`config.mk`:
```
export PLATFORM = sky130hd
export DESIGN_NAME = lrba_cell
export DESIGN_NICKNAME = d
export VERILOG_FILES = /design/src/lrba_pkg.sv /design/src/lrba_cell.sv
export SDC_FILE = /design/constraint.sdc
export NUM_CORES = 1
export LEC_CHECK = 0
export ABC_AREA = 1
export ABC_CLOCK_PERIOD_IN_PS = 6700
export BUFFER_PORTS_ARGS = -buffer_cell sky130_fd_sc_hd__buf_4
export CAP_MARGIN = 20
export CORE_MARGIN = 1
export CORE_UTILIZATION = 38
export CTS_BUF_LIST = sky130_fd_sc_hd__clkbuf_8
export DETAILED_ROUTE_END_ITERATION = 8
export GPL_ROUTABILITY_DRIVEN = 0
export HOLD_SLACK_MARGIN = 0.15
export PLACE_DENSITY = 0.62
export SLEW_MARGIN = 10
export SYNTH_ARGS = -nofsm -noshare
export SYNTH_HDL_FRONTEND = slang
export SYNTH_SLANG_ARGS = --single-unit
```
`constraint.sdc`:
```
create_clock -name clk -period 6.7 [get_ports clk]
set_input_delay 0.335 -clock clk [delete_from_list [all_inputs] [get_ports clk]]
set_output_delay 0.335 -clock clk [all_outputs]
set_load 0.05 [all_outputs]
```
`src/lrba_pkg.sv`:
```
// Shared types and constants for the LED region brightness averager.
// No dependencies; every other file refers to it by scoped names.
package lrba_pkg;

  localparam int NUM_LEDS     = 256;
  localparam int FRAME_WIDTH  = 1024;
  localparam int FRAME_HEIGHT = 256;

  localparam int LED_W   = 8;
  localparam int COL_W   = 10;
  localparam int ROW_W   = 8;
  localparam int LVL_W   = 8;
  localparam int SUM_W   = 26;
  localparam int TALLY_W = 19;
  localparam int QUO_W   = 8;

  localparam logic [SUM_W-1:0]   SUM_MAX   = {SUM_W{1'b1}};
  localparam logic [TALLY_W-1:0] TALLY_MAX = {TALLY_W{1'b1}};

  // floor(t/3) == (t * DIV3_MUL) >> DIV3_SHIFT for every t below 2048
  localparam logic [9:0] DIV3_MUL   = 10'd683;
  localparam int         DIV3_SHIFT = 11;

  localparam logic [1:0] ACT_LOAD  = 2'd0;
  localparam logic [1:0] ACT_PIXEL = 2'd1;
  localparam logic [1:0] ACT_READ  = 2'd2;

  typedef struct packed {
    logic [COL_W-1:0] left;
    logic [COL_W-1:0] right;
    logic [ROW_W-1:0] top;
    logic [ROW_W-1:0] bottom;
  } rect_t;

  // One item as it travels down the cell chain.
  typedef struct packed {
    logic               vld;
    logic [1:0]         action;
    logic               pix_en;
    logic [LED_W-1:0]   led;
    rect_t              rect;
    logic [LVL_W-1:0]   level;
    logic [COL_W-1:0]   x;
    logic [ROW_W-1:0]   y;
    logic [SUM_W-1:0]   rd_sum;
    logic [TALLY_W-1:0] rd_cnt;
  } chain_item_t;

  typedef enum logic [1:0] {
    DIV_IDLE,
    DIV_RUN,
    DIV_DONE
  } div_state_t;

  typedef struct packed {
    logic idle;
    logic done;
  } div_stat_t;

  typedef struct packed {
    logic [LED_W-1:0]   led;
    logic [QUO_W-1:0]   avg;
    logic [TALLY_W-1:0] cnt;
  } div_res_t;

endpackage

```
`src/lrba_cell.sv`:
```
// One LED cell: rectangle, valid bit, brightness sum and pixel tally.
// Registers the passing item for the next cell. Depends on lrba_pkg.
module lrba_cell (
  input  logic                         clk,
  input  logic                         rst_n,
  input  logic                         adv,
  input  logic [lrba_pkg::LED_W-1:0]   cell_id,
  input  lrba_pkg::chain_item_t        item_i,
  output lrba_pkg::chain_item_t        item_o
);

  logic                         vld_r, vld_nxt;
  lrba_pkg::rect_t              rect_r, rect_nxt;
  logic [lrba_pkg::SUM_W-1:0]   sum_r, sum_nxt;
  logic [lrba_pkg::TALLY_W-1:0] tally_r, tally_nxt;
  lrba_pkg::chain_item_t        item_r, item_nxt;

  logic                         hit;
  logic                         in_rect;
  logic [lrba_pkg::SUM_W:0]     sum_ext;

  assign hit     = item_i.vld && (item_i.led == cell_id);
  assign in_rect = (item_i.x >= rect_r.left) && (item_i.x <= rect_r.right) &&
                   (item_i.y >= rect_r.top) && (item_i.y <= rect_r.bottom);
  assign sum_ext = {1'b0, sum_r} + (lrba_pkg::SUM_W+1)'(item_i.level);

  always_comb begin
    vld_nxt   = vld_r;
    rect_nxt  = rect_r;
    sum_nxt   = sum_r;
    tally_nxt = tally_r;
    item_nxt  = item_i;
    case (item_i.action)
      lrba_pkg::ACT_LOAD: begin
        if (hit) begin
          rect_nxt = item_i.rect;
          vld_nxt  = 1'b1;
        end
      end
      lrba_pkg::ACT_PIXEL: begin
        // skip the pixel once either accumulator would overflow
        if (item_i.vld && item_i.pix_en && vld_r && in_rect &&
            tally_r != lrba_pkg::TALLY_MAX &&
            sum_ext <= {1'b0, lrba_pkg::SUM_MAX}) begin
          sum_nxt   = sum_ext[lrba_pkg::SUM_W-1:0];
          tally_nxt = tally_r + 1'b1;
        end
      end
      lrba_pkg::ACT_READ: begin
        if (hit) begin
          item_nxt.rd_sum = sum_r;
          item_nxt.rd_cnt = tally_r;
          sum_nxt         = '0;
          tally_nxt       = '0;
        end
      end
      default: ;
    endcase
  end

  always_ff @(posedge clk) begin
    if (!rst_n) begin
      vld_r      <= 1'b0;
      sum_r      <= '0;
      tally_r    <= '0;
      item_r.vld <= 1'b0;
    end else if (adv) begin
      vld_r   <= vld_nxt;
      sum_r   <= sum_nxt;
      tally_r <= tally_nxt;
      item_r  <= item_nxt;
    end
  end

  always_ff @(posedge clk) begin
    if (adv) begin
      rect_r <= rect_nxt;
    end
  end

  assign item_o = item_r;

endmodule

```
# Yosys cells after proc, flatten, opt, wreduce, memory -nomap -nowiden
# Cells that the tools add are included.
dict set report op_classes {
  addsub 2
  n_lt_le_gt_ge 5
  n_eq_ne 6
  mux 8
  n_reduce_logical 14
}
# operator n
set ops {}
lappend ops {{45-bit two-way mux} 2}
lappend ops {{26-bit two-way mux} 2}
lappend ops {{26-bit one-hot mux with 2 select lines} 1}
lappend ops {{19-bit two-way mux} 2}
lappend ops {{19-bit one-hot mux with 2 select lines} 1}
lappend ops {{26-bit by 8-bit adder with 27-bit output} 1}
lappend ops {{27-bit by 26-bit less-or-equal comparator with 1-bit output (second input constant)} 1}
lappend ops {{19-bit by 1-bit adder with 19-bit output (second input constant)} 1}
lappend ops {{19-bit != test (second input constant)} 1}
lappend ops {{10-bit greater-or-equal comparator} 1}
lappend ops {{10-bit less-or-equal comparator} 1}
lappend ops {{1-bit logical AND} 9}
lappend ops {{8-bit == test} 1}
lappend ops {{8-bit greater-or-equal comparator} 1}
lappend ops {{8-bit less-or-equal comparator} 1}
lappend ops {{2-bit != test (second input constant)} 2}
lappend ops {{4-bit AND reduction} 1}
lappend ops {{3-bit AND reduction} 1}
lappend ops {{2-bit by 1-bit == test with 1-bit output (second input constant)} 1}
lappend ops {{2-bit == test (second input constant)} 1}
lappend ops {{2-bit logical NOT} 1}
lappend ops {{2-bit AND reduction} 1}
lappend ops {{2-bit nonzero test} 1}
dict set report totals {
  register_bits 201
}

# Longest topological paths before layout
dict set report logic_depth {
  word_depth 9
  depth_mapped 18
  ltp_nobuf 17
}

# Worst setup path before layout
# Ideal clock, no wire load.
dict set report synth_path {
  kind {input to register}
  startpoint {input port cell_id[6] (netlist name)}
  endpoint {register rect_r[0] (netlist name) (enable)}
  setup_time_ps 526
  t_arrival_ps 4486
  t_required_ps 6174
  slack_ps 1688
  cell_stages 4
  n_path_buf 0
  cell_sequence {xor2_1 -> nor4_1 -> nand2_1 -> nor4_1}
}
dict set report synth_via {
  elab_chain_cells 3
}
# item line_no
set synth_rtl {}
lappend synth_rtl {{start, declared} lrba_cell.sv:7} ;# input logic [lrba_pkg::LED_W-1:0] cell_id,
lappend synth_rtl {{8-bit == test} lrba_cell.sv:22} ;# assign hit = item_i.vld && (item_i.led == cell_id);
lappend synth_rtl {{1-bit logical AND} lrba_cell.sv:22}
lappend synth_rtl {{3-bit AND reduction (no source line)} -}
lappend synth_rtl {{end signal, assigned} lrba_cell.sv:77} ;# rect_r <= rect_nxt;
lappend synth_rtl {{end, declared} lrba_cell.sv:13} ;# lrba_pkg::rect_t rect_r, rect_nxt;
# Every way passes these cells.
# A chain may end at the register's enable or synchronous reset.

# Worst setup path in the final report
dict set report layout_path {
  startpoint {input port item_i[63] (netlist name)}
  endpoint {register sum_r[6] (netlist name)}
}
dict set report layout_via {
  elab_chain_cells 5
  word_cells_on_any_way 7
}
# item line_no
set layout_rtl {}
lappend layout_rtl {{start, declared} lrba_cell.sv:8} ;# input lrba_pkg::chain_item_t item_i,
lappend layout_rtl {{26-bit by 8-bit adder with 27-bit output *} lrba_cell.sv:25} ;# assign sum_ext = {1'b0, sum_r} + (lrba_pkg::SUM_W+1)'(item_i.level);
lappend layout_rtl {{27-bit by 26-bit less-or-equal comparator with 1-bit output} lrba_cell.sv:44} ;# sum_ext <= {1'b0, lrba_pkg::SUM_MAX}) begin
lappend layout_rtl {{1-bit logical AND} lrba_cell.sv:43} ;# tally_r != lrba_pkg::TALLY_MAX &&
lappend layout_rtl {{2-bit != test (no source line)} -}
lappend layout_rtl {{4-bit AND reduction (no source line)} -}
lappend layout_rtl {{end signal, assigned} lrba_cell.sv:69} ;# sum_r <= sum_nxt;
lappend layout_rtl {{end, declared} lrba_cell.sv:14} ;# logic [lrba_pkg::SUM_W-1:0] sum_r, sum_nxt;
# Mark *: on every way between the ends. The rest lies on a longest branch, timed or not. The select of a mux whose other input is x is not followed.

==> results.sh <==
export IMPL_status="complete, no violations"
export IMPL_avgViaCountPerCell=4.733
export IMPL_final_period_minus_worst_setup_slack_ns=2.956
export IMPL_setup_viol_count_final=0
export IMPL_skew_ns=0.02645
export IMPL_drive_above_1_share=0.2384
export IMPL_post_route_cell_area_um2=13740
export IMPL_ys_dominant_reg_cell="edfxtp_1"
export IMPL_final_fill_count=2133
export IMPL_unrepaired_setup_endpoints_after_global_routing="no"
export IMPL_wire_length_of_the_first_global_routing_pass_mm=39.52
export IMPL_synth_sequential_area_ratio=0.5759
export IMPL_critPathKind="input port to flip-flop"
export IMPL_postRouteWirelength_mm=25.18
export IMPL_insertion_delay_ns=0.52
export IMPL_post_synth_cell_area_avg_um2=9.752
export IMPL_final_net_count=1546
export IMPL_grt_overflow=0
export IMPL_sequential_cell_area_um2=5565
export IMPL_dp_cells=1533
export IMPL_routedWlPerCell_um=14.63
export IMPL_final_util=0.5583
export IMPL_number_of_global_route_vias_before_repair=7895
export IMPL_fin_ws_ns=3.744
export IMPL_detail_route_antenna_nets=0
export IMPL_core_um2=24600
export IMPL_crit_path_start="item_i[63]"
export IMPL_post_dp_hpwl_mm=16.80
export IMPL_cts_resized=0
export IMPL_timing_final_crit_share=0.4412
export IMPL_timing_final_hold_violations=0
export IMPL_cts_setup_buffers=0
export IMPL_syn_area_um2=9664
export IMPL_finalMaxSlewViolations=0
export IMPL_most_common_layout_cells="253 x buf_4, 203 x nand2_1, 154 x edfxtp_1, 127 x inv_1, 121 x dlygate4sd3_1"
export IMPL_maximum_frequency_from_static_timing_analysis_ghz=0.3383
export IMPL_syn_to_final_growth_pct=42.13
export IMPL_netlist_top_cell_by_area="edfxtp_1"
export IMPL_max_cap_viol_count=0
export IMPL_timing_rr_start="sum_r[0]"
export IMPL_peakVddDrop_mv=0.1338
export IMPL_worst_slew_pin_slew_ns=0.9279
export IMPL_holdWs_ns=0.3097
export IMPL_dieWidth_um=161.5
export IMPL_dpl_instance_area_um2=11790
export IMPL_cts_root_buf="clkbuf_8"
export IMPL_leakage_nw=5.921
export IMPL_syn_inst=991
export IMPL_timing_setup_tns_ns=0
export IMPL_start_util=0.3928
export IMPL_synth_top_cell_area_share=0.4785
export IMPL_placementRows=57
export IMPL_drt_iter0_drc=465
export IMPL_floorplan_die_area_um2=26070
export IMPL_pin_count_of_the_biggest_net_entering_global_routing=91
export IMPL_first_pass_iters=4
export IMPL_synth_nets=1167
export IMPL_yosys_warnings=0
export IMPL_cts_htree_levels=2
export IMPL_clock_slew_seen_by_the_registers_of_the_worst_setup_and_hold_paths_ns=0.06
export IMPL_clock_sinks=201
export IMPL_cts_buffers=37
export IMPL_dpl_worst_slack_ns=3.778
export IMPL_synth_async_reset_ratio=0
export IMPL_clock_path_buffers=3
export IMPL_num_vias=8145
export IMPL_total_power_mw=3.076
export IMPL_io_pins=249
export IMPL_grt_antenna_before_repair=0
export IMPL_antenna_cells_inserted=0
export IMPL_ys_seq_elements=201
export IMPL_timing_critical_path_to_type="flip-flop"
export IMPL_min_delay_start="rst_n"
export IMPL_cp_max_fo=90
export IMPL_slew_headroom=0.3808
export IMPL_finalNonFillerCells=1721
export IMPL_required_ns=7.10
export IMPL_critPathLaunchType="input port"
export IMPL_cts_tree="built"
export IMPL_io_buffers=248
export IMPL_drt_drc_violations_left=0
export IMPL_multi_input_area_um2=3481
export IMPL_min_delay_path_class="input port to flip-flop"
export IMPL_synth_enable_flop_cells=154
export IMPL_synth_cell_types=35
export IMPL_power_density_nw_per_um2=224.0
export IMPL_height_of_the_die_um=161.5
export IMPL_grt_util_all_layers=0.1902
export IMPL_synth_top_cells_by_area="edfxtp_1 48%, dfxtp_1 9.7%, nand2_1 7.9%"
export IMPL_layout_commonest_cell="buf_4"
export IMPL_worst_endpoint_arrival_ns=3.35
-- final timing paths --
kind	to	slack, ns	cells after the start
max	sum_r[6]	3.74	18
min reg2reg	vld_r	0.48	1
min	tally_r[5]	0.31	3
max reg2reg	sum_r[11]	3.86	15
-- cell usage after synthesis (6+ instances only) --
cell / count
a21oi_1: 70
buf_2: 8
clkbuf_1: 18
dfxtp_1: 47
edfxtp_1: 154
ha_1: 45
inv_1: 115
mux2_2: 13
nand2_1: 203
nand3_1: 87
nand4_1: 14
nor2_1: 95
nor3_1: 12
nor4_1: 6
o21ai_0: 46
xor2_1: 18
-- final cells by class --
cell class | instances | area share
clock buffers | 39 | 0.03908
clock inverters | 27 | 0.01248
inverters | 116 | 0.03188
multi-input cells | 639 | 0.2534
flip-flops and latches | 201 | 0.4052
well taps | 324 | 0.02951
repair buffers | 375 | 0.2285
-- power breakdown --
group | total (mW) | switching (mW) | internal (mW)
logic | 0.516 | 0.315 | 0.202
registers | 1.43 | 0.0271 | 1.40
clock network | 1.13 | 0.509 | 0.620
-- flip-flops by register name (all words and copies together), names as in the netlist --
signal   flops
vld_r        1
tally_r     19
rect_r      36
sum_r       26
item_o     119
-- worst max-delay path, stage by stage --
cell	delay, ns
dlygate4sd3_1	0.54
buf_4	0.14
ha_1	0.20
inv_1	0.07
fa_1	0.18
inv_1	0.06
nand3_1	0.06
nand2_1	0.11
a21oi_2	0.17
inv_1	0.08
nand2_1	0.08
nand2_1	0.08
nand3_1	0.10
nand4_2	0.13
nand2_4	0.70
nand3_1	0.17
nand2_1	0.11
nor2_1	0.04
-- what timing repair did --
item                                   in CTS  in global routing
hold buffers                              121                  0
setup endpoints to repair                   0                  0
endpoints found under the hold margin     156                  0
-- per-layer routing --
metal | vias to the layer above | wire length (um) | global-route usage
met5 | - | 0 | 0
met2 | 246 | 12210 | 0.3370
met3 | 40 | 1544 | 0.03903
li1 | 4111 | - | -
met1 | 3748 | 10930 | 0.2325
met4 | 0 | 496 | 0.05532
-- logic make-up after synthesis --
family / count (synthesis) / synth area share
and+or+nand+nor: 431 / 0.1942
DFF: 201 / 0.5759
buffers and inverters: 151 / 0.06512
AOI/OAI and AO/OA: 129 / 0.07121
adders and majority gates: 46 / 0.06033
xor gates and xnor gates: 20 / 0.01813
muxes: 13 / 0.01515
No activity file was read; power rests on OpenSTA's default activity.
