`src/lrba_pkg.sv`:
```
// Shared types and constants for the LED region brightness averager.
// No dependencies; every other file refers to it by scoped names.
package lrba_pkg;

  localparam int NUM_LEDS     = 256;
  localparam int FRAME_WIDTH  = 1024;
  localparam int FRAME_HEIGHT = 256;

  localparam int LED_W   = 8;
  localparam int COL_W   = 10;
  localparam int ROW_W   = 8;
  localparam int LVL_W   = 8;
  localparam int SUM_W   = 26;
  localparam int TALLY_W = 19;
  localparam int QUO_W   = 8;

  localparam logic [SUM_W-1:0]   SUM_MAX   = {SUM_W{1'b1}};
  localparam logic [TALLY_W-1:0] TALLY_MAX = {TALLY_W{1'b1}};

  // floor(t/3) == (t * DIV3_MUL) >> DIV3_SHIFT for every t below 2048
  localparam logic [9:0] DIV3_MUL   = 10'd683;
  localparam int         DIV3_SHIFT = 11;

  localparam logic [1:0] ACT_LOAD  = 2'd0;
  localparam logic [1:0] ACT_PIXEL = 2'd1;
  localparam logic [1:0] ACT_READ  = 2'd2;

  typedef struct packed {
    logic [COL_W-1:0] left;
    logic [COL_W-1:0] right;
    logic [ROW_W-1:0] top;
    logic [ROW_W-1:0] bottom;
  } rect_t;

  // One item as it travels down the cell chain.
  typedef struct packed {
    logic               vld;
    logic [1:0]         action;
    logic               pix_en;
    logic [LED_W-1:0]   led;
    rect_t              rect;
    logic [LVL_W-1:0]   level;
    logic [COL_W-1:0]   x;
    logic [ROW_W-1:0]   y;
    logic [SUM_W-1:0]   rd_sum;
    logic [TALLY_W-1:0] rd_cnt;
  } chain_item_t;

  typedef enum logic [1:0] {
    DIV_IDLE,
    DIV_RUN,
    DIV_DONE
  } div_state_t;

  typedef struct packed {
    logic idle;
    logic done;
  } div_stat_t;

  typedef struct packed {
    logic [LED_W-1:0]   led;
    logic [QUO_W-1:0]   avg;
    logic [TALLY_W-1:0] cnt;
  } div_res_t;

endpackage

```
`src/lrba_div.sv`:
```
// Radix-2 restoring divider for the read average, one quotient bit a cycle,
// holding its result until the output side takes it. Depends on lrba_pkg.
module lrba_div (
  input  logic                         clk,
  input  logic                         rst_n,
  input  logic                         start,
  input  logic [lrba_pkg::LED_W-1:0]   led,
  input  logic [lrba_pkg::SUM_W-1:0]   sum,
  input  logic [lrba_pkg::TALLY_W-1:0] cnt,
  input  logic                         res_ready,
  output lrba_pkg::div_stat_t          stat,
  output logic                         res_valid,
  output lrba_pkg::div_res_t           res
);

  localparam int STEP_W = $clog2(lrba_pkg::QUO_W);
  localparam int PRE    = lrba_pkg::QUO_W - 1;

  lrba_pkg::div_state_t         state_r, state_nxt;
  logic [STEP_W-1:0]            step_r;
  logic [lrba_pkg::SUM_W-1:0]   rem_r;
  logic [lrba_pkg::SUM_W-1:0]   den_r;
  logic [lrba_pkg::QUO_W-1:0]   quo_r;
  logic [lrba_pkg::TALLY_W-1:0] cnt_r;
  logic [lrba_pkg::LED_W-1:0]   led_r;
  logic                         fits;

  assign fits = (rem_r >= den_r);

  always_comb begin
    state_nxt = state_r;
    unique case (state_r)
      lrba_pkg::DIV_IDLE: if (start) state_nxt = lrba_pkg::DIV_RUN;
      lrba_pkg::DIV_RUN:  if (step_r == '0) state_nxt = lrba_pkg::DIV_DONE;
      lrba_pkg::DIV_DONE: begin
        if (res_ready) state_nxt = start ? lrba_pkg::DIV_RUN : lrba_pkg::DIV_IDLE;
      end
      default: state_nxt = lrba_pkg::DIV_IDLE;
    endcase
  end

  always_comb begin
    stat.idle = 1'b0;
    stat.done = 1'b0;
    unique case (state_r)
      lrba_pkg::DIV_IDLE: stat.idle = 1'b1;
      lrba_pkg::DIV_RUN:  ;
      lrba_pkg::DIV_DONE: stat.done = 1'b1;
      default: ;
    endcase
  end

  always_ff @(posedge clk) begin
    if (!rst_n) begin
      state_r <= lrba_pkg::DIV_IDLE;
    end else begin
      state_r <= state_nxt;
    end
  end

  always_ff @(posedge clk) begin
    if (start) begin
      rem_r  <= sum;
      den_r  <= {cnt, PRE'(0)};
      quo_r  <= '0;
      step_r <= STEP_W'(PRE);
      cnt_r  <= cnt;
      led_r  <= led;
    end else if (state_r == lrba_pkg::DIV_RUN) begin
      if (fits) begin
        rem_r <= rem_r - den_r;
      end
      quo_r  <= {quo_r[lrba_pkg::QUO_W-2:0], fits};
      den_r  <= den_r >> 1;
      step_r <= step_r - 1'b1;
    end
  end

  assign res_valid = stat.done;
  assign res.led   = led_r;
  // an empty tally divides to all ones; report zero instead
  assign res.avg   = (cnt_r == '0) ? '0 : quo_r;
  assign res.cnt   = cnt_r;

endmodule

```
`config.mk`:
```
export PLATFORM = sky130hd
export DESIGN_NAME = lrba_div
export DESIGN_NICKNAME = d
export VERILOG_FILES = /design/src/lrba_pkg.sv /design/src/lrba_div.sv
export SDC_FILE = /design/constraint.sdc
export NUM_CORES = 1
export LEC_CHECK = 0
export ABC_AREA = 1
export BUFFER_PORTS_ARGS = -buffer_cell sky130_fd_sc_hd__buf_2
export CELL_PAD_IN_SITES_DETAIL_PLACEMENT = 0
export CELL_PAD_IN_SITES_GLOBAL_PLACEMENT = 1
export CORE_UTILIZATION = 30
export CTS_CLUSTER_DIAMETER = 100
export DETAILED_ROUTE_END_ITERATION = 10
export PLACE_DENSITY = 0.7
export SYNTH_ARGS = -nofsm -noshare
export SYNTH_HDL_FRONTEND = slang
export SYNTH_SLANG_ARGS = --single-unit
```
`constraint.sdc`:
```
create_clock -name clk -period 7.1 [get_ports clk]
set_input_delay 1.065 -clock clk [delete_from_list [all_inputs] [get_ports clk]]
set_output_delay 1.065 -clock clk [all_outputs]
set_load 0.005 [all_outputs]
```
# == After elaboration in Yosys (flattened, before gate mapping) ==
# Index checks and enable logic that the tools add are counted.
# classes
mux,13
order_cmp,1
n_eq_ne,5
addsub,2
n_reduce_logical,7
# ops
op,n
$mux W26,5
$ge A26 B26 Y1,1
$sub A26 B26 Y26,1
$logic_not A19 Y1,1
$mux W8,1
$mux W2,3
$ne A2 B2 Y1 const B,3
$pmux W2 S3,1
$reduce_bool A2 Y1,2
$logic_not A3 Y1,1
$mux W1,3
$reduce_and A3 Y1,1
$sub A3 B1 Y3 const B,1
$eq A2 B1 Y1 const B,1
$eq A2 B2 Y1 const B,1
$logic_not A2 Y1,1
$reduce_and A2 Y1,1
# totals
output_inout_bits,38
reg_bits,92
in_bits,57

# == Longest topological paths before layout ==
# Gate-level depths: netlist of run 1.
# depth
word_depth,4
mapped_depth,14
ltp_nobuf,13

# == Least setup slack after synthesis of run 1 ==
# No wires, ideal clock.
# synth_path
path_kind,input to register
start,input port start
end,register rem_r[0] (netlist name) (enable)
slack_ps,4534
path_stages,5
arrival_time_ps,2183
required_time_ps,6717
path_cell_list,buf_2 > inv_1 > buf_2 > buf_2 > nand2_1
# synth_between
elab_chain_len,2
elab_cells_between_ends,3
classes_between,3 x reduce/logical
# synth_rtl
element,line,rtl
start: declaration,lrba_div.sv:6,"input logic start,"
$reduce_bool A2 Y1 (no source line),-,
$reduce_and A2 Y1 (no source line) *,-,
end signal: assignment,lrba_div.sv:63,rem_r <= sum;
end signal: assignment,lrba_div.sv:71,rem_r <= rem_r - den_r;
end: declaration,lrba_div.sv:21,logic [lrba_pkg::SUM_W-1:0] rem_r;
# Every way passes the cells marked *; elsewhere a longest branch is shown, timed or not.
# A chain may end at the register's enable or synchronous reset.

==> results.sh, run 1 <==
export IMPL_grt_setup_unrepaired="false"
export IMPL_synth_xor_xnor_area_share=0.00615
export IMPL_grt_usage=0.156
export IMPL_synthesis_nets=845
export IMPL_multi_input_area_um2=2500
export IMPL_setup_tns_ns=0
export IMPL_worst_path_largest_cell_delay_ns=0.41
export IMPL_rows=50
export IMPL_crit_chain="nor4_1 -> nand3_1 -> nand3b_1 -> nand2_1 -> inv_1 -> buf_2"
export IMPL_vias=4789
export IMPL_power_leakage_uw=0.00347
export IMPL_cp_start_kind="register"
export IMPL_yosys_warnings=0
export IMPL_ys_ff_latch=92
export IMPL_power_switching_uw=689
export IMPL_die_area_um2=19500
export IMPL_synth_cell_area_um2=5700
export IMPL_fmax_mhz=318
export IMPL_worstReg2RegStart="den_r[23]$_DFFE_PP_"
export IMPL_cts_clk_slew_worst_paths_ns=0.07
export IMPL_cap_viol_max_count=0
export IMPL_drtIter0Drc=314
export IMPL_numCtsBuffers=9
export IMPL_critical_path_class="reg -> out"
export IMPL_cts_tree="built"
export IMPL_cp_required_ns=6.03
export IMPL_grt_pass1_wl_um=23600
export IMPL_final_cells=1088
export IMPL_setup_violations=0
export IMPL_fillCellCount=2028
export IMPL_cp_max_fo=8
export IMPL_grt_pass1_vias=4659
export IMPL_internal_power_uw=1180
export IMPL_relSlewSlack=0.442
export IMPL_hp_class="reg -> reg"
export IMPL_status="finished, final reports clean"
export IMPL_dp_cells=1072
export IMPL_grt_max_degree=81
export IMPL_post_cts_resize_count=0
export IMPL_power_density_nw_per_um2=278
export IMPL_synth_cell_types=37
export IMPL_nets=935
export IMPL_layout_commonest_cell="nand2_1"
export IMPL_io_pins=95
export IMPL_worstMarginPinSlew_ns=0.838
export IMPL_cts_root_buf="clkbuf_16"
export IMPL_skew_ns=0.00948
export IMPL_holdCritStartpoint="step_r[0]$_SDFFE_PP1P_"
export IMPL_avgSynthCellArea_um2=7.51
export IMPL_wl_um=14400
export IMPL_gp_congestion=0.825
export IMPL_area_growth_syn_to_layout_pct=17.9
export IMPL_drive_gt1_frac=0.172
export IMPL_dieWidth_um=140
export IMPL_hold_viol_final=0
export IMPL_cts_htree_levels=3
export IMPL_firstDrtPassIters=5
export IMPL_cp_data_arrival_time_ns=2.08
export IMPL_yosys_mux_area_fraction=0
export IMPL_dp_hpwl_um=11000
export IMPL_timing_final_crit_share=0.443
export IMPL_post_drt_wl_per_cell_um=13.2
export IMPL_final_cell_mix="nand2_1, inv_1, buf_2, edfxtp_1, nand3_1"
export IMPL_io_buffer_count=94
export IMPL_crit_path_top_delay_cell="nor4_1"
export IMPL_n_antenna_cell=0
export IMPL_crit_start="cnt_r[13]$_DFFE_PP_"
export IMPL_switching_share=0.369
export IMPL_post_cts_setup_buffers=0
export IMPL_synthAdderAreaFrac=0.0650
export IMPL_share_comb_of_total_power=0.353
export IMPL_critPathCaptureType="output port"
export IMPL_pwr_share_clk=0.277
export IMPL_synth_seq_area_share=0.450
export IMPL_synthSimpleGateAreaFrac=0.308
export IMPL_critPathTopFamily="simple AND/OR/NAND/NOR gates"
export IMPL_drc_errors=0
export IMPL_fin_crit_ns=3.14
export IMPL_clockBufferDepth=2
export IMPL_slew_violations=0
export IMPL_worst_slack_ns=3.96
export IMPL_cts_hold_fix_buffers=0
export IMPL_final_antenna_net_count=0
export IMPL_ir_drop_uv=110
export IMPL_dp_worst_setup_slack_ns=3.89
export IMPL_synth_top_family_by_area="simple AND/OR/NAND/NOR gates"
export IMPL_seqPwrFrac=0.370
export IMPL_clkSinkCount=92
export IMPL_core_um2=18600
export IMPL_viasPerCell=4.40
export IMPL_start_util=0.306
export IMPL_regArea_um2=2560
export IMPL_clk_latency_ns=0.35
export IMPL_synth_compound_area_share=0.0602
export IMPL_die_h_um=140
export IMPL_synthCells=759
export IMPL_antenna_found_initial=0
export IMPL_grt_overflow_total=0
export IMPL_cp_num_buf_inv=2
==> layer usage <==
metal / up-vias / routed length [µm] / track usage
met5: - / 0 / 0
met2: 70 / 6820 / 0.262
met1: 2129 / 6910 / 0.202
met3: 13 / 444 / 0.0251
met4: 0 / 222 / 0.0549
li1: 2577 / - / -
==> stage by stage <==
| step | area (µm²) | total power, µW | utilization | hold slack (ns) |
|---|---|---|---|---|
| floorplan | 5700 | 1180 | - | 0.429 |
| global placement | 6400 | 1370 | 0.343 | 0.441 |
| detailed placement | 6400 | 1360 | 0.343 | 0.452 |
| CTS | 6720 | 1890 | 0.360 | 0.467 |
| global route | 6720 | 2020 | 0.360 | 0.504 |
| finish | 6720 | 1870 | 0.360 | 0.461 |
==> cell usage after synthesis <==
cell	n	share of area
a211oi_1	4	0.0053
a21boi_0	1	0.0013
a21o_1	1	0.0013
a21oi_1	27	0.024
a21oi_4	1	0.0029
and2_1	2	0.0022
and3_1	2	0.0022
buf_2	9	0.0079
buf_4	2	0.0026
buf_6	1	0.0020
clkbuf_1	7	0.0046
dfxtp_1	20	0.070
edfxtp_1	72	0.38
fa_1	1	0.0035
ha_1	28	0.061
inv_1	140	0.092
inv_2	3	0.0020
nand2_1	257	0.17
nand2_2	12	0.013
nand2b_1	1	0.0011
nand3_1	58	0.051
nand3_2	2	0.0035
nand3b_1	3	0.0040
nand4_1	7	0.0077
nor2_1	42	0.028
nor2_2	11	0.012
nor3_1	2	0.0018
nor4_1	4	0.0044
o211ai_1	1	0.0013
o21a_1	1	0.0013
o21ai_0	23	0.020
o21ai_1	2	0.0018
o22ai_1	1	0.0011
or2_1	4	0.0044
or2_2	3	0.0033
xnor2_1	2	0.0031
xor2_1	2	0.0031
==> power groups by stage <==
stage	sequential [µW]	combinational, µW	clock, µW
final	691	659	517
after global routing	700	763	553
after CTS	692	665	534
after detailed placement	704	661	0
after global placement	703	663	0
after floorplan	698	486	0
==> final timing paths <==
kind                       endpoint  slack (ns)  cells past startpoint
max                         res[19]        3.96                      6
min          step_r[0]$_SDFFE_PP1P_        0.46                      2
max reg2reg     rem_r[11]$_DFFE_PP_        4.22                     11
min reg2reg  step_r[0]$_SDFFE_PP1P_        0.46                      2
==> state kept, by name, summed over array words and instances (netlist names) <==
register,flops
den_r,26
rem_r,26
cnt_r,19
led_r,8
quo_r,8
step_r,3
state_r,2
==> worst min-delay path, stage by stage, from the launching register on <==
cell,delay (ns)
dfxtp_1,0.32
nand2_1,0.05
nand3_1,0.06
==> cells by family after synthesis <==
| family | after synthesis |
|---|---|
| buffers and inverters | 162 |
| adder cells (fa/ha/maj) | 29 |
| flip-flops | 92 |
| XOR/XNOR | 4 |
| AO/OA/AOI/OAI | 62 |
| AND/OR/NAND/NOR | 410 |
==> area by class of cell <==
class                   count  share of cell area
flip-flops and latches     92               0.382
multi-input cells         505               0.373
inverters                 143              0.0799
repair buffers             98              0.0745
well taps                 234              0.0436
clock buffers               9              0.0335
clock inverters             7              0.0140
No activity file was read; power rests on OpenSTA's default activity.
==> run 2, diff against run 1 <==
ABC_AREA = 0   (was 1)
PLACE_DENSITY = 0.67   (was 0.7)
clock period = 2.9 ns   (was 7.1 ns; I/O delays follow)
==> run 2 against run 1 <==
  * Die area is 9.7% lower
  * Setup slack worse by 3.8 ns
  * Largest power group unchanged
  * Highest routed layer unchanged
  * Critical path type is now reg -> reg
  * Clock skew is 0.0017 ns lower
  * Synthesized cell count is 31% lower
==> results.sh, run 2 <==
export IMPL_status="finished, final reports clean"
export IMPL_clockBufferDepth=2
export IMPL_place_area_um2=5870
export IMPL_ir_drop_uv=319
export IMPL_layout_commonest_cell="buf_2"
export IMPL_skew_ns=0.00780
export IMPL_avgSynthCellArea_um2=9.86
export IMPL_post_drt_wl_per_cell_um=15.5
export IMPL_cp_required_ns=2.96
export IMPL_crit_start="rem_r[0]$_DFFE_PP_"
export IMPL_cts_root_buf="clkbuf_16"
export IMPL_synth_async_reset_ratio=0
export IMPL_viasPerCell=4.95
export IMPL_gp_congestion=0.797
export IMPL_grt_max_degree=47
export IMPL_drive_gt1_frac=0.213
export IMPL_fin_crit_ns=2.74
export IMPL_holdCritStartpoint="led[2]"
export IMPL_slew_violations=0
export IMPL_final_cell_mix="buf_2, nand2_1, edfxtp_1, a21oi_1, inv_1"
export IMPL_crit_path_top_delay_cell="fa_1"
export IMPL_grt_pass1_wl_um=20700
export IMPL_fin_util=0.370
export IMPL_yosys_top_cells_area="edfxtp_1, dfxtp_1, ha_1"
export IMPL_nets=697
export IMPL_relSlewSlack=0.634
export IMPL_timing_final_crit_share=0.944
export IMPL_cp_data_arrival_time_ns=2.80
export IMPL_crit_chain="inv_1 -> ha_1 -> fa_1 -> nand2b_1 -> a21o_2 -> a21bo_1 -> a21oi_1 -> o21ai_1 -> a21boi_4 -> buf_12"
export IMPL_cts_hold_fix_buffers=0
export IMPL_hp_class="in -> reg"
export IMPL_cts_htree_levels=3
export IMPL_critPathTopFamily="compound AO/OA/AOI/OAI gates"
export IMPL_synth_top_area_share=0.421
export IMPL_yosysTopAreaCell="edfxtp_1"
export IMPL_setup_tns_ns=0
export IMPL_cp_num_buf_inv=2
export IMPL_start_util=0.309
export IMPL_yosys_warnings=0
export IMPL_cts_tree="built"
export IMPL_die_h_um=133
export IMPL_synthFlopType="edfxtp_1"
export IMPL_power_density_nw_per_um2=738
export IMPL_die_area_um2=17600
export IMPL_cts_clk_slew_worst_paths_ns=0.06
export IMPL_grt_setup_unrepaired="false"
export IMPL_critPathCaptureType="register"
export IMPL_rows=47
export IMPL_grt_pass1_vias=4081
export IMPL_clk_latency_ns=0.35
export IMPL_power_leakage_uw=0.00249
export IMPL_cap_viol_max_count=0
export IMPL_synthesis_nets=607
export IMPL_synthCells=521
export IMPL_io_pins=95
export IMPL_worstReg2RegStart="rem_r[0]$_DFFE_PP_"
export IMPL_synth_seq_area_share=0.499
export IMPL_final_antenna_net_count=0
export IMPL_clkSinkCount=92
export IMPL_grt_overflow_total=0
export IMPL_drtIter0Drc=231
export IMPL_dieWidth_um=133
export IMPL_fmax_mhz=365
export IMPL_critical_path_class="reg -> reg"
export IMPL_firstDrtPassIters=4
export IMPL_worstMarginPinSlew_ns=0.544
export IMPL_worst_path_largest_cell_delay_ns=0.40
export IMPL_antenna_found_initial=0
export IMPL_setup_violations=0
export IMPL_hold_viol_final=0
export IMPL_top_regs="den_r (26), rem_r (26), cnt_r (19)"
export IMPL_synth_enable_flop_cells=72
export IMPL_ys_ff_latch=92
export IMPL_synth_cell_types=57
export IMPL_post_cts_setup_buffers=0
export IMPL_io_buffer_count=94
export IMPL_core_um2=16600
export IMPL_area_growth_syn_to_layout_pct=19.8
export IMPL_cp_start_kind="register"
export IMPL_n_antenna_cell=0
export IMPL_synth_cell_area_um2=5130
export IMPL_cp_max_fo=15
export IMPL_wl_um=12900
export IMPL_drc_errors=0
export IMPL_post_route_cell_area_um2=6150
export IMPL_vias=4138
export IMPL_dp_hpwl_um=9740
export IMPL_multi_input_area_um2=2320
export IMPL_post_synth_top_count_cell="nand2_1"
export IMPL_numCtsBuffers=9
export IMPL_p_total_uw=4540
export IMPL_synth_common_cells="nand2_1, edfxtp_1, a21oi_1"
export IMPL_fillCellCount=1683
export IMPL_grt_usage=0.151
export IMPL_regArea_um2=2560
run 2: cell count changes after synthesis, moves of 10 or more:
cell     previous run  this run
o31ai_1             0        25
nor2_2             11         0
a21oi_1            27        44
nor2b_1             0        12
o21a_1              1        11
nand2_2            12         0
nand2_1           257        91
inv_1             140        34
nand3_1            58         4
nor2_1             42        20
run 2: timing repair:
item,CTS,global route
gates resized for setup,0,1
endpoints found under the hold margin,0,0
setup endpoints to repair,0,26
run 2: through the flow:
stage               worst slack, ns  hold WS [ns]  std cells
floorplan                     0.100         0.432        521
global placement              0.194         0.443        820
detailed placement            0.105         0.456        820
CTS                          0.0880         0.245        836
global route                 0.0291         0.247        836
finish                        0.161         0.263        836
run 2: kinds of logic (layout without fill, tap and decap cells):
family                     after synthesis  after routing  synth area share
xor gates and xnor gates                12             12            0.0205
muxes                                    1              1           0.00219
DFF                                     92             92             0.499
buffers and inverters                   61            156            0.0514
AOI/OAI and AO/OA                      151            151             0.195
and+or+nand+nor                        175            175             0.159
adders and majority gates               29             29            0.0721
run 2: final cells by class:
cell class	instances	share of cell area
clock buffer	9	0.0366
clock inverter	7	0.00834
inverter	34	0.0208
multi-input combinational	368	0.377
sequential	92	0.417
tap	220	0.0448
timing repair buffer	106	0.0956
run 2: metal layers:
layer	up-vias	part of all wire	GRT usage
met3	6	0.060	0.0414
li1	2084	-	-
met5	-	0	0
met4	0	0.0075	0.0377
met2	109	0.44	0.241
met1	1939	0.49	0.201
run 2: worst paths after layout:
path / endpoint / slack [ns] / depth (start not counted)
worst max register to register: rem_r[9]$_DFFE_PP_ / 0.16 / 10
worst min-delay path: led_r[2]$_DFFE_PP_ / 0.26 / 1
worst max-delay path: rem_r[9]$_DFFE_PP_ / 0.16 / 10
worst min register to register: den_r[0]$_SDFFE_PP0P_ / 0.46 / 2
run 2: power breakdown:
part	total [µW]	switching (µW)	internal [µW]	leakage, µW
Combinational	1700	1020	687	0.00148
Clock	1100	514	585	0.000129
Sequential	1730	66.0	1670	0.000883
==> run 3, diff against run 2 <==
BUFFER_PORTS_ARGS = -buffer_cell sky130_fd_sc_hd__buf_4   (was -buffer_cell sky130_fd_sc_hd__buf_2)
==> run 3 against run 2 <==
  * Sequential share of layout area fell by 1.8 points
  * Wire length grew 0.35%
  * Count of clock-buffer cells in the layout up 1
  * Flip-flop and latch count unchanged
==> results.sh, run 3 (synthesized netlist as in run 2, its figures left out) <==
export IMPL_clkSinkCount=92
export IMPL_die_h_um=133
export IMPL_wl_um=13000
export IMPL_relSlewSlack=0.633
export IMPL_drc_errors=0
export IMPL_viasPerCell=5.02
export IMPL_fin_crit_ns=2.70
export IMPL_cap_viol_max_count=0
export IMPL_grt_max_degree=96
export IMPL_status="finished, final reports clean"
export IMPL_rows=47
export IMPL_holdPathStages=1
export IMPL_clockBufferDepth=2
export IMPL_firstDrtPassIters=5
export IMPL_die_area_um2=17600
export IMPL_cp_start_kind="register"
export IMPL_m1WireLength_um=6230
export IMPL_cp_data_arrival_time_ns=2.77
export IMPL_wl_met3_um=799
export IMPL_crit_path_top_delay_cell="fa_1"
export IMPL_n_antenna_cell=0
export IMPL_cp_max_fo=15
export IMPL_grt_pass1_vias=4168
export IMPL_skew_ns=0.00919
export IMPL_cts_clk_slew_worst_paths_ns=0.07
export IMPL_drtIter0Drc=224
export IMPL_cp_required_ns=2.96
export IMPL_io_buffer_count=94
export IMPL_power_density_nw_per_um2=739
export IMPL_worstMarginPinSlew_ns=0.546
export IMPL_timing_final_crit_share=0.932
export IMPL_area_growth_syn_to_layout_pct=25.1
export IMPL_grt_pass1_wl_um=21400
export IMPL_grt_usage=0.154
export IMPL_setup_tns_ns=0
export IMPL_fillCellCount=1684
export IMPL_grt_setup_unrepaired="false"
export IMPL_top_regs="den_r (26), rem_r (26), cnt_r (19)"
export IMPL_final_cell_mix="buf_4, nand2_1, edfxtp_1, a21oi_1, inv_1"
export IMPL_wl_met2_um=5820
export IMPL_power_leakage_uw=0.00258
export IMPL_cts_tree="built"
export IMPL_dp_hpwl_um=9780
export IMPL_dieWidth_um=133
export IMPL_p_total_uw=4750
export IMPL_core_um2=16600
export IMPL_cts_htree_levels=3
export IMPL_final_antenna_net_count=0
export IMPL_crit_chain="inv_1 -> ha_1 -> fa_1 -> nand2b_1 -> a21o_2 -> a21bo_1 -> a21oi_1 -> o21ai_1 -> a21boi_4 -> buf_12"
export IMPL_drive_gt1_frac=0.212
export IMPL_post_drt_wl_per_cell_um=15.6
export IMPL_rr_worst_depth=10
export IMPL_io_pins=95
export IMPL_antenna_found_initial=0
export IMPL_ir_drop_uv=320
export IMPL_nets=695
export IMPL_vias=4188
export IMPL_clk_latency_ns=0.35
export IMPL_numCtsBuffers=9
export IMPL_gp_congestion=0.814
export IMPL_fmax_mhz=370
export IMPL_critical_path_class="reg -> reg"
export IMPL_setup_violations=0
export IMPL_hold_viol_final=0
export IMPL_grt_overflow_total=0
export IMPL_start_util=0.309
export IMPL_hp_class="in -> reg"
export IMPL_worst_path_largest_cell_delay_ns=0.39
export IMPL_top_layer="met4"
export IMPL_slew_violations=0
export IMPL_critPathCaptureType="register"
export IMPL_cts_root_buf="clkbuf_16"
export IMPL_layout_commonest_cell="buf_4"
-- run 3: cell types whose count changed in the layout (fill, tap and decap cells not counted) --
| cell | change |
|---|---|
| clkinvlp_4 | -1 |
| buf_4 | +90 |
| inv_8 | -1 |
| inv_6 | +1 |
| clkbuf_1 | +1 |
| clkinv_1 | -2 |
| buf_2 | -93 |
| bufinv_16 | +2 |
| buf_12 | +1 |
-- run 3: metal layers --
metal,global-route usage,up-vias
li1,-,2080
met1,0.210,1970
met2,0.244,130
met3,0.0326,8
met4,0.0460,0
met5,0,-
-- run 3: area by class of cell --
cell class / instances / area, µm² / share of cell area
Clock buffer: 10 / 229 / 0.0356
Clock inverter: 6 / 93.8 / 0.0146
Inverter: 34 / 128 / 0.0199
Multi-Input combinational cell: 368 / 2320 / 0.361
Sequential cell: 92 / 2560 / 0.399
Tap cell: 220 / 275 / 0.0428
Timing Repair Buffer: 104 / 818 / 0.127
-- run 3: worst max-delay path, delay by kind of cell (launching register included) --
family,cells,cell delay [ns]
AND/OR/NAND/NOR,1,0.17
AO/OA/AOI/OAI,5,1.09
adder cells (fa/ha/maj),2,0.60
flip-flops,1,0.32
buffers and inverters,2,0.22
-- run 3: where the power goes --
group          total (µW)  internal (µW)  switching (µW)
logic                1730            725            1010
registers            1740           1670            68.6
clock network        1280            763             516
total                4750           3160            1590
-- run 3: repair_timing --
action                                  4_1_cts  5_1_grt
resized for setup                             0        1
hold buffers                                  0        0
endpoints found under the setup margin        0       26
setup buffers                                 0        0
-- run 3: through the flow --
stage / hold slack (ns) / utilization / std cells / area [µm²] / setup slack (ns)
final: 0.266 / 0.386 / 834 / 6430 / 0.196
after detailed placement: 0.453 / 0.367 / 818 / 6100 / 0.132
after floorplan: 0.432 / - / 521 / 5150 / 0.100
after CTS: 0.249 / 0.386 / 834 / 6430 / 0.120
after global routing: 0.246 / 0.386 / 834 / 6430 / 0.000403
after global placement: 0.444 / 0.367 / 818 / 6100 / 0.202
-- run 3: path summary, 6_finish.rpt --
| kind | startpoint | endpoint | slack (ns) |
|---|---|---|---|
| setup / recovery | rem_r[0]$_DFFE_PP_ | rem_r[11]$_DFFE_PP_ | 0.20 |
| hold / removal | led[2] | led_r[2]$_DFFE_PP_ | 0.27 |
| hold reg to reg | quo_r[7]$_SDFFE_PP0P_ | quo_r[7]$_SDFFE_PP0P_ | 0.46 |
| setup reg to reg | rem_r[0]$_DFFE_PP_ | rem_r[11]$_DFFE_PP_ | 0.20 |
